[config.mk]
export PLATFORM = sky130hd
export DESIGN_NAME = htld_ctrl
export DESIGN_NICKNAME = d
export VERILOG_FILES = /design/src/rtl/htld_pkg.sv /design/src/rtl/htld_ctrl.sv
export SDC_FILE = /design/constraint.sdc
export NUM_CORES = 1
export LEC_CHECK = 0
export ABC_AREA = 0
export BUFFER_PORTS_ARGS = -buffer_cell sky130_fd_sc_hd__buf_4
export CORE_UTILIZATION = 38
export DETAILED_ROUTE_END_ITERATION = 7
export PLACE_DENSITY_LB_ADDON = 0.05
export SETUP_SLACK_MARGIN = 0.5
export SLEW_MARGIN = 10
export SYNTH_ARGS = -nofsm -noshare
export SYNTH_HDL_FRONTEND = slang
export SYNTH_SLANG_ARGS = --single-unit
[constraint.sdc]
create_clock -name i_clk -period 1.9 [get_ports i_clk]
set_clock_uncertainty 0.1 [all_clocks]
set_input_delay 0.19 -clock i_clk [delete_from_list [all_inputs] [get_ports i_clk]]
set_output_delay 0.19 -clock i_clk [all_outputs]
set_load 0.01 [all_outputs]
[src/rtl/htld_pkg.sv]
// ----------------------------------------------------------------------------
// htld_pkg
// Shared types and constants for the Huffman tree load and decode core.
// ----------------------------------------------------------------------------
package htld_pkg;

    localparam int BYTE_W  = 8;
    localparam int PAD_W   = 3;
    localparam int TLEN_W  = 13;
    localparam int BITS_W  = 4;

    localparam logic [BYTE_W-1:0] CH_INTERNAL = 8'h2A;  // '*'
    localparam logic [BYTE_W-1:0] CH_ESCAPE   = 8'h5C;  // backslash
    localparam logic [TLEN_W-1:0] TLEN_MAX    = 13'h1FFF;

    // input commands
    localparam logic [1:0] CMD_HDR1 = 2'd0;
    localparam logic [1:0] CMD_HDR2 = 2'd1;
    localparam logic [1:0] CMD_TREE = 2'd2;
    localparam logic [1:0] CMD_DATA = 2'd3;

    // result status codes
    localparam logic [1:0] ST_OK     = 2'd0;
    localparam logic [1:0] ST_LEN    = 2'd1;
    localparam logic [1:0] ST_BAD    = 2'd2;
    localparam logic [1:0] ST_NOTREE = 2'd3;

    typedef enum logic [1:0] {
        PH_HDR1,
        PH_HDR2,
        PH_TREE,
        PH_DATA
    } t_phase;

    typedef enum logic [2:0] {
        S_IDLE,
        S_EXEC,
        S_ADD,
        S_POP,
        S_PUSH,
        S_EVAL,
        S_RESULT
    } t_state;

    // controller -> datapath
    typedef struct packed {
        logic       accept;
        logic       tbs_inc;
        logic       hdr1_load;
        logic       hdr2_load;
        logic       esc_set;
        logic       esc_clr;
        logic       leaf_latch;
        logic       node_wr_new;
        logic       node_wr_right;
        logic       stack_pop;
        logic       stack_push;
        logic       nf_inc;
        logic       walk_init;
        logic       walk_step;
        logic       walk_enter;
        logic       out_final;
        logic       phase_wr;
        t_phase     phase_val;
        logic       status_wr;
        logic [1:0] status_val;
    } t_ctl;

    // datapath -> controller
    typedef struct packed {
        t_phase     phase;
        logic [1:0] cmd;
        logic       fin;
        logic       esc;
        logic       byte_is_esc;
        logic       add_leaf;
        logic       nf_full;
        logic       nf_zero;
        logic       prev_leaf;
        logic       sp_zero;
        logic       sp_full;
        logic       tbs_eq;
        logic       tbs_ge;
        logic       ev_leaf;
        logic       pend_valid;
        logic       out_busy;
        logic       last_bit;
    } t_sts;

endpackage

[src/rtl/htld_ctrl.sv]
// ----------------------------------------------------------------------------
// htld_ctrl
// Sequencer for header, tree build and data walk steps.
// ----------------------------------------------------------------------------
module htld_ctrl (
    input  logic            i_clk,
    input  logic            i_rst_n,
    input  logic            i_valid,
    input  logic [1:0]      i_command,
    input  htld_pkg::t_sts  i_sts,
    output htld_pkg::t_ctl  o_ctl,
    output logic            o_busy
);

    htld_pkg::t_state r_state;
    htld_pkg::t_state n_state;
    logic             eval_hold;
    logic             need_pop;

    assign eval_hold = i_sts.ev_leaf & i_sts.pend_valid & i_sts.out_busy;
    assign need_pop  = ~i_sts.nf_zero & i_sts.prev_leaf;

    always_ff @(posedge i_clk) begin
        if (!i_rst_n) begin
            r_state <= htld_pkg::S_IDLE;
        end else begin
            r_state <= n_state;
        end
    end

    // next state
    always_comb begin
        n_state = r_state;
        unique case (r_state)
            htld_pkg::S_IDLE: begin
                if (i_valid) n_state = htld_pkg::S_EXEC;
            end
            htld_pkg::S_EXEC: begin
                n_state = htld_pkg::S_RESULT;
                if (i_sts.cmd == htld_pkg::CMD_TREE && i_sts.phase == htld_pkg::PH_TREE &&
                    (i_sts.esc || !i_sts.byte_is_esc)) begin
                    n_state = htld_pkg::S_ADD;
                end
                if (i_sts.cmd == htld_pkg::CMD_DATA && i_sts.phase == htld_pkg::PH_DATA) begin
                    n_state = htld_pkg::S_EVAL;
                end
            end
            htld_pkg::S_ADD: begin
                if (i_sts.nf_full) begin
                    n_state = htld_pkg::S_RESULT;
                end else if (need_pop) begin
                    n_state = i_sts.sp_zero ? htld_pkg::S_RESULT : htld_pkg::S_POP;
                end else begin
                    n_state = htld_pkg::S_PUSH;
                end
            end
            htld_pkg::S_POP:  n_state = htld_pkg::S_PUSH;
            htld_pkg::S_PUSH: n_state = htld_pkg::S_RESULT;
            htld_pkg::S_EVAL: begin
                if (!eval_hold && i_sts.last_bit) n_state = htld_pkg::S_RESULT;
            end
            htld_pkg::S_RESULT: begin
                if (!i_sts.out_busy) n_state = htld_pkg::S_IDLE;
            end
            default: n_state = htld_pkg::S_IDLE;
        endcase
    end

    // outputs
    always_comb begin
        o_ctl  = '0;
        o_busy = (r_state != htld_pkg::S_IDLE);
        unique case (r_state)
            htld_pkg::S_IDLE: begin
                if (i_valid) begin
                    o_ctl.accept  = 1'b1;
                    o_ctl.tbs_inc = (i_command == htld_pkg::CMD_TREE) &&
                                    (i_sts.phase == htld_pkg::PH_TREE);
                end
            end
            htld_pkg::S_EXEC: begin
                o_ctl.status_wr  = 1'b1;
                o_ctl.status_val = htld_pkg::ST_OK;
                unique case (i_sts.cmd)
                    htld_pkg::CMD_HDR1: begin
                        o_ctl.hdr1_load = 1'b1;
                        o_ctl.phase_wr  = 1'b1;
                        o_ctl.phase_val = htld_pkg::PH_HDR2;
                    end
                    htld_pkg::CMD_HDR2: begin
                        if (i_sts.phase == htld_pkg::PH_HDR2) begin
                            o_ctl.hdr2_load = 1'b1;
                            o_ctl.phase_wr  = 1'b1;
                            o_ctl.phase_val = htld_pkg::PH_TREE;
                        end else begin
                            o_ctl.status_val = htld_pkg::ST_BAD;
                        end
                    end
                    htld_pkg::CMD_TREE: begin
                        if (i_sts.phase != htld_pkg::PH_TREE) begin
                            o_ctl.status_val = htld_pkg::ST_BAD;
                        end else if (i_sts.esc) begin
                            o_ctl.esc_clr    = 1'b1;
                            o_ctl.leaf_latch = 1'b1;
                        end else if (i_sts.byte_is_esc) begin
                            o_ctl.esc_set = 1'b1;
                            if (i_sts.tbs_ge) begin
                                o_ctl.phase_wr   = 1'b1;
                                o_ctl.phase_val  = htld_pkg::PH_HDR1;
                                o_ctl.status_val = htld_pkg::ST_LEN;
                            end
                        end else begin
                            o_ctl.leaf_latch = 1'b1;
                        end
                    end
                    htld_pkg::CMD_DATA: begin
                        if (i_sts.phase != htld_pkg::PH_DATA) begin
                            o_ctl.status_val = htld_pkg::ST_NOTREE;
                        end else begin
                            o_ctl.walk_init = 1'b1;
                            if (i_sts.fin) begin
                                o_ctl.phase_wr  = 1'b1;
                                o_ctl.phase_val = htld_pkg::PH_HDR1;
                            end
                        end
                    end
                    default: ;
                endcase
            end
            htld_pkg::S_ADD: begin
                if (i_sts.nf_full || (need_pop && i_sts.sp_zero)) begin
                    o_ctl.phase_wr   = 1'b1;
                    o_ctl.phase_val  = htld_pkg::PH_HDR1;
                    o_ctl.status_wr  = 1'b1;
                    o_ctl.status_val = htld_pkg::ST_BAD;
                end
                if (!i_sts.nf_full) begin
                    o_ctl.node_wr_new = 1'b1;
                    o_ctl.stack_pop   = need_pop & ~i_sts.sp_zero;
                end
            end
            htld_pkg::S_POP: begin
                o_ctl.node_wr_right = 1'b1;
            end
            htld_pkg::S_PUSH: begin
                o_ctl.nf_inc    = 1'b1;
                o_ctl.status_wr = 1'b1;
                if (!i_sts.add_leaf && i_sts.sp_full) begin
                    o_ctl.phase_wr   = 1'b1;
                    o_ctl.phase_val  = htld_pkg::PH_HDR1;
                    o_ctl.status_val = htld_pkg::ST_BAD;
                end else if (i_sts.add_leaf && i_sts.sp_zero) begin
                    // tree complete
                    o_ctl.phase_wr = 1'b1;
                    if (i_sts.tbs_eq) begin
                        o_ctl.phase_val  = htld_pkg::PH_DATA;
                        o_ctl.walk_enter = 1'b1;
                        o_ctl.status_val = htld_pkg::ST_OK;
                    end else begin
                        o_ctl.phase_val  = htld_pkg::PH_HDR1;
                        o_ctl.status_val = htld_pkg::ST_LEN;
                    end
                end else begin
                    o_ctl.stack_push = ~i_sts.add_leaf;
                    if (i_sts.tbs_ge) begin
                        o_ctl.phase_wr   = 1'b1;
                        o_ctl.phase_val  = htld_pkg::PH_HDR1;
                        o_ctl.status_val = htld_pkg::ST_LEN;
                    end else begin
                        o_ctl.status_val = htld_pkg::ST_OK;
                    end
                end
            end
            htld_pkg::S_EVAL: begin
                o_ctl.walk_step = ~eval_hold;
            end
            htld_pkg::S_RESULT: begin
                o_ctl.out_final = ~i_sts.out_busy;
            end
            default: ;
        endcase
    end

endmodule

[Yosys cells after proc, flatten, opt, wreduce, memory -nomap -nowiden]
Cells that the tools add are included.
Cells by class
  equality and inequality tests: 18
  bitwise logic cells: 9
  muxes and demuxes: 62
  reductions and logical operators: 17
Operators by type and width (number)
  3-bit two-way mux: 19
  1-bit two-way mux: 28
  3-bit case mux with 7 select lines: 1
  2-bit two-way mux: 9
  6-bit case mux with 3 select lines: 1
  3-bit case mux with 4 select lines: 1
  2-bit equality test, second input constant: 5
  2-bit inequality test, second input constant: 5
  3-bit equality test, second input constant: 3
  1-bit logical AND: 8
  3-bit by 2-bit equality test with 1-bit output, second input constant: 2
  6-bit two-way mux: 1
  2-bit case mux with 3 select lines: 1
  5-bit two-way mux: 1
  1-bit inverter: 5
  1-bit AND: 4
  2-bit by 1-bit equality test with 1-bit output, second input constant: 2
  3-bit by 1-bit equality test with 1-bit output, second input constant: 1
  1-bit zero test: 3
  3-bit zero test: 1
  3-bit AND reduction: 1
  3-bit nonzero test: 1
  2-bit zero test: 1
  1-bit logical OR: 2
Storage, ports and cells
  bits in registers: 3
  output and inout bits: 23
  bits of input ports: 24
  word-level logic and storage cells: 107

[Logic depth before layout (Yosys ltp)]
Gate-level depths: netlist of the first run.
  word-level depth: 6
  depth in mapped cells: 7
  depth with buffers taken out: 6

[Worst setup path before layout of the first run]
Ideal clock, no wire load.
  kind: register -> output
  from: reg r_state[1]
  to: out o_ctl[4] (netlist bit)
  arrival: 1.254 ns
  data required time: 1.610 ns
  path buffers: 1
  cell stages (with the launch flop): 6
  setup slack: 0.356 ns
  path through: dfxtp_1 > buf_4 > nor2_4 > nand2_1 > nor4_2 > or2_1
RTL lines
  from (decl): line htld_ctrl.sv:15  | htld_pkg::t_state r_state;
  from (signal assigned): line htld_ctrl.sv:25  | r_state <= htld_pkg::S_IDLE;
  from (signal assigned): line htld_ctrl.sv:27  | r_state <= n_state;
  to (decl): line htld_ctrl.sv:11  | output htld_pkg::t_ctl o_ctl,

==> impl_metrics.csv, run 1 <==
group,metric,value,unit
synth,synth_ff_type,"dfxtp_1",
die,die_h,41.3,um
drt,ant_nets,0,
final_layout,largestRegisters,"r_state x3",
pwr,p_clk_share,12.4,%
sta,setup_slack,246,ps
sta,timing.final.crit_share,87.1,%
global_routing,grt_pass1_wl,3.02,mm
synth,synth.avg_cell_area,6.59,um^2
synth,synth_cell_types,40,
synth,synthTopCellsByArea,"dfxtp_1 (10%), nor2_1 (7.0%), inv_1 (6.4%)",
synth,synth_area,587,um^2
global_routing,track_usage,26.2,%
clock_tree,cts_root_buf,"clkbuf_4",
drt,avgViaCountPerCell,5.72,
setup_path,critPathMaxStageDelay,370,ps
global_routing,grt_overflow,0,
setup_path,crit_type,"flip-flop to output pin",
synth,ys_seq_area_share,10.2,%
sta,hold_viol_final,0,
clock_tree,clk_pin_slew,40,ps
pwr,netSwitchingFraction,41.6,%
synth,ys_seq_elements,3,
pwr,p_leak,0.584,nW
sta,holdWs,125,ps
sta,fmax,0.605,GHz
synth,synth_top_area_share,10.2,%
final_layout,largest_register_ffs,3,
pwr,p_total,0.873,mW
final_layout,post-route-util,89.9,%
sta,timing.final.crit_period,1650,ps
final_layout,max_flop_register,"r_state",
drt,drtIter0Drc,28,
synth,yosysWarnings,0,
die,placementRows,13,
die,die_area,1710,um^2
final_layout,stdcell_count,165,
synth,synthCells,89,
global_routing,antenna_found_initial,0,
clock_tree,clock_latency,230,ps
run_status,status,"completed",
placed_design,placed_area,945,um^2
placed_design,portBuffers,46,
clock_tree,cts_tree,"built",
job,maxCapViolations,0,
sta,tns,0,ps
placed_design,gp_congestion,0.830,
final_layout,stdcell_area,1230,um^2
pwr,seqPwrFrac,14.5,%
final_layout,layout.nets,175,
global_routing,grt_pass1_vias,749,
die,io_pins,47,
setup_path,worstSetupEndpointType,"output pin",
sta,relSlewSlack,82.3,%
sta,drv_slew,0,
pwr,cellInternalPower,0.510,mW
drt,via_count,944,
final_layout,drive_gt1_share,62.0,%
pwr,power_frac_comb,73.1,%
setup_path,crit_arrival,1360,ps
drt,drt_pass1_iterations,5,
setup_path,cpMaxStageDelayCell,"dfxtp_4",
drt,wirelength,2.62,mm
global_routing,grt_max_degree,10,
placed_design,dp_cells,146,
setup_path,crit_required,1610,ps
final_layout,diodes,0,
min_path,hp-class,"input pin to flip-flop",
drt,drc_errors,0,
clock_tree,cts_buffers,3,
sta,rsz0062_at_grt,"yes",
placed_design,pre_cts_ws,273,ps
sta,finalSetupViolations,0,
pwr,net-switching-power,0.363,mW
die,start_util,42.9,%
pwr,vdd_drop_max,0.000665,V
die,core-area,1370,um^2
clock_tree,clock-sinks,3,
synth,synth_top_cell_by_area,"dfxtp_1",
clock_tree,h-tree-depth,1,
synth,async_flop_share,0,%
drt,wl_per_cell,15.9,um
setup_path,worstSetupStartpointType,"flip-flop",
final_layout,fill_cells,61,
setup_path,worstPathMaxFanout,5,
final_layout,area_growth,109,%
die,die_x,41.3,um
sta,tightest_slew,263,ps
synth,synth_edf_count,0,
setup_path,path_cells,"nor2_2 -> nand2_2 -> or3_1 -> o211ai_1 -> buf_4",
placed_design,dpl.hpwl,1.50,mm
synth,syn_nets,113,
clock_tree,cts_buffer_depth,2,
pwr,powerDensity,711,nW/um^2
-- kinds of logic (layout without fill, tap and decap cells) --
logic type	count (synthesis)	in the layout	synth area share (%)
simple gates	48	48	46.7
buf+inv	14	75	12.8
compound gates	24	24	30.3
flops	3	3	10.2
-- path summary, 6_finish.rpt --
kind	slack, ps	endpoint	cells after the start	startpoint
setup / recovery	250	o_ctl[1]	5	r_state[1]
hold / removal	120	r_state[2]	2	i_rst_n
setup reg to reg	390	r_state[1]	5	r_state[2]
hold reg to reg	720	r_state[1]	4	r_state[2]
-- metal layers --
layer / routed length, um / global-route usage [%]
met5: 0 / 0
met4: 44 / 8.06
met3: 160 / 1.06
met2: 1370 / 51.6
met1: 1050 / 29.7
-- cell usage in the layout (no fill, tap or decap), types with 2 or more instances in the layout --
master	count
nor4_4	3
nand2_1	4
dfxtp_4	3
nor2b_1	5
a21oi_1	2
nand4_1	3
o211ai_1	2
inv_2	2
nor2_4	2
nand3_1	3
nor3b_2	2
clkbuf_4	3
inv_1	8
nor3_4	2
nor2_2	2
o31a_1	2
buf_4	51
nor2_1	8
a21boi_0	2
o21ai_0	5
nand2_2	3
buf_6	10
-- what timing repair did --
action,in CTS,in global routing
pin swaps,11,7
hold endpoints to repair,0,0
hold buffers,0,0
gates resized for setup,18,17
endpoints found under the setup margin,25,25
setup buffers,12,3
-- worst max-delay path: cells and delay by family, from the launching register on --
| family | cells | cell delay, ps |
|---|---|---|
| flip-flops | 1 | 370 |
| AND/OR/NAND/NOR | 3 | 530 |
| buffers and inverters | 1 | 150 |
| AO/OA/AOI/OAI | 1 | 100 |
-- synth_stat cells, types with 2 or more instances --
library cell   n
a21boi_0       2
nor4_1         2
nand2_1        8
nand3_1        3
o21ai_0        5
inv_1         10
nor3_1         3
nor3b_1        2
dfxtp_1        3
o31a_1         2
o211ai_1       2
nand4_1        3
or2_1          2
nor2b_1        5
a21oi_1        2
nor2_1        11
-- power groups by stage --
| stage | clock network, mW | logic [mW] | registers (mW) |
|---|---|---|---|
| final | 0.108 | 0.638 | 0.127 |
| after global routing | 0.113 | 0.685 | 0.128 |
| after CTS | 0.113 | 0.554 | 0.117 |
| after detailed placement | 0 | 0.407 | 0.128 |
| after global placement | 0 | 0.401 | 0.126 |
| after floorplan | 0 | 0.300 | 0.0890 |
-- layout make-up --
| class | instances | area (um^2) | area share (%) |
|---|---|---|---|
| Clock buffer | 4 | 26.3 | 2.14 |
| Inverter | 10 | 37.5 | 3.05 |
| Timing Repair Buffer | 61 | 495 | 40.3 |
| Tap cell | 15 | 18.8 | 1.53 |
| Multi-Input combinational cell | 72 | 579 | 47.1 |
| Sequential cell | 3 | 71.3 | 5.80 |
Note: power is estimated with default switching activity, not from simulation.
==> inputs of run 2 (changes only) <==
CORE_UTILIZATION = 34   (was 38)
clock period = 1.3 ns   (was 1.9 ns; I/O delays follow)
==> impl_metrics.csv, run 2 (synthesis results as in run 1) <==
group,metric,value,unit
sta,setup_slack,-348,ps
sta,fmax,0.607,GHz
global_routing,grt_pass1_vias,964,
sta,hold_viol_final,0,
sta,tightest_slew,300,ps
job,maxCapViolations,0,
global_routing,grt-busiest-layer,"met2",
setup_path,cp_top_family,"simple AND/OR/NAND/NOR gates",
die,start_util,37.6,%
run_status,violations,"design-rule violations, negative setup slack",
clock_tree,cts_tree,"built",
setup_path,cpMaxStageDelayCell,"dfxtp_4",
pwr,p_total,1.44,mW
sta,timing.final.crit_period,1650,ps
global_routing,met2_usage,53.4,%
drt,avgViaCountPerCell,5.83,
sta,drv_slew,0,
global_routing,track_usage,29.3,%
clock_tree,cts_root_buf,"clkbuf_4",
final_layout,largest_register_ffs,3,
die,die_area,1900,um^2
placed_design,gp_congestion,0.830,
drt,drt_pass1_iterations,6,
pwr,p_leak,0.663,nW
sta,timing.final.crit_share,127,%
setup_path,worstSetupEndpointType,"output pin",
final_layout,multi_input_area,587,um^2
placed_design,dp_cells,167,
final_layout,max_flop_register,"r_state",
final_layout,layout.nets,192,
final_layout,stdcell_count,183,
final_layout,largestRegisters,"r_state x3",
final_layout,area_growth,134,%
clock_tree,h-tree-depth,1,
setup_path,crit_arrival,1420,ps
setup_path,path_cells,"nor2_1 -> nand2_2 -> or3_1 -> o211ai_1 -> buf_4",
drt,wirelength,3.17,mm
die,io_pins,47,
final_layout,diodes,0,
sta,holdWs,58.8,ps
drt,via_count,1066,
setup_path,cp.buffers_inverters,1,
setup_path,critPathMaxStageDelay,370,ps
clock_tree,clock_latency,250,ps
drt,drc_errors,8,
placed_design,portBuffers,46,
clock_tree,ctsHoldBuffers,0,
clock_tree,clock-sinks,3,
drt,wl_per_cell,17.3,um
setup_path,worstSetupStartpointType,"flip-flop",
global_routing,grtUsageMet1,33.1,%
run_status,status,"finished, violations left",
final_layout,most-common-layout-cells,"buf_4 (70), inv_1 (7), buf_6 (7), nor2_1 (6), o21ai_0 (5)",
sta,relSlewSlack,80.0,%
clock_tree,clk_pin_slew,50,ps
setup_path,crit_required,1070,ps
global_routing,antenna_found_initial,0,
clock_tree,cts_buffers,3,
setup_path,crit_type,"flip-flop to output pin",
global_routing,grt_pass1_wl,4.20,mm
die,die_x,43.5,um
global_routing,grt_overflow,0,
clock_tree,cts_buffer_depth,2,
final_layout,drive_gt1_share,68.9,%
drt,ant_nets,0,
die,die_h,43.5,um
sta,rsz0062_at_grt,"yes",
final_layout,mostFrequentLayoutCell,"buf_4",
setup_path,worstPathMaxFanout,6,
pwr,powerDensity,1050,nW/um^2
final_layout,fill_cells,81,
drt,drtIter0Drc,65,
global_routing,grt_max_degree,8,
pwr,vdd_drop_max,0.000896,V
die,core-area,1560,um^2
die,placementRows,14,
sta,finalSetupViolations,26,
min_path,hp-class,"input pin to flip-flop",
global_routing,grt_use_met3,4.58,%
placed_design,dpl.hpwl,1.70,mm
final_layout,ff_latch_area,71.3,um^2
## run 2: cell count changes in the layout (fill, tap and decap cells not counted), moves of 2 or more
| cell | previous run | this run |
|---|---|---|
| buf_4 | 51 | 70 |
| buf_6 | 10 | 7 |
| nor2_1 | 8 | 6 |
| nor2_2 | 2 | 4 |
## run 2: repair_timing
action	4_1_cts	5_1_grt
setup endpoints to repair	26	26
setup buffers	6	6
pin swaps	8	8
resized for setup	15	12
hold endpoints to repair	0	0
## run 2: per-stage QoR
step | util (%) | setup TNS (ps) | area (um^2) | setup slack [ps]
floorplan | - | -224 | 669 | -98.0
global placement | 74.0 | -502 | 1150 | -89.3
detailed placement | 74.0 | -788 | 1150 | -127
CTS | 82.3 | -3940 | 1280 | -292
global route | 88.1 | -6900 | 1370 | -418
finish | 88.1 | -5390 | 1370 | -348
## run 2: layer usage
metal | share of wire (%) | routed length (um) | vias up
met1 | 37 | 1180 | 494
met3 | 7.5 | 237 | 17
met2 | 50 | 1600 | 73
li1 | - | - | 482
met4 | 4.9 | 154 | 0
met5 | 0 | 0 | -
## run 2: cell type report
type	count	area share [%]
flip-flops and latches	3	5.19
repair buffers	78	45.4
clock buffers	4	1.91
well taps	16	1.46
multi-input cells	72	42.7
inverters	10	3.28
## run 2: report_power, final
group	internal, mW	switching, mW	total, mW
sequential	0.128	0.0587	0.186
clock	0.116	0.0693	0.186
combinational	0.600	0.471	1.07
## run 2: path summary, 6_finish.rpt
check,start,endpoint,slack (ps),cells past startpoint
setup reg to reg,r_state[1],r_state[1],-300,7
setup / recovery,r_state[0],o_ctl[1],-350,5
hold reg to reg,r_state[2],r_state[2],650,2
hold / removal,i_rst_n,r_state[2],60,2
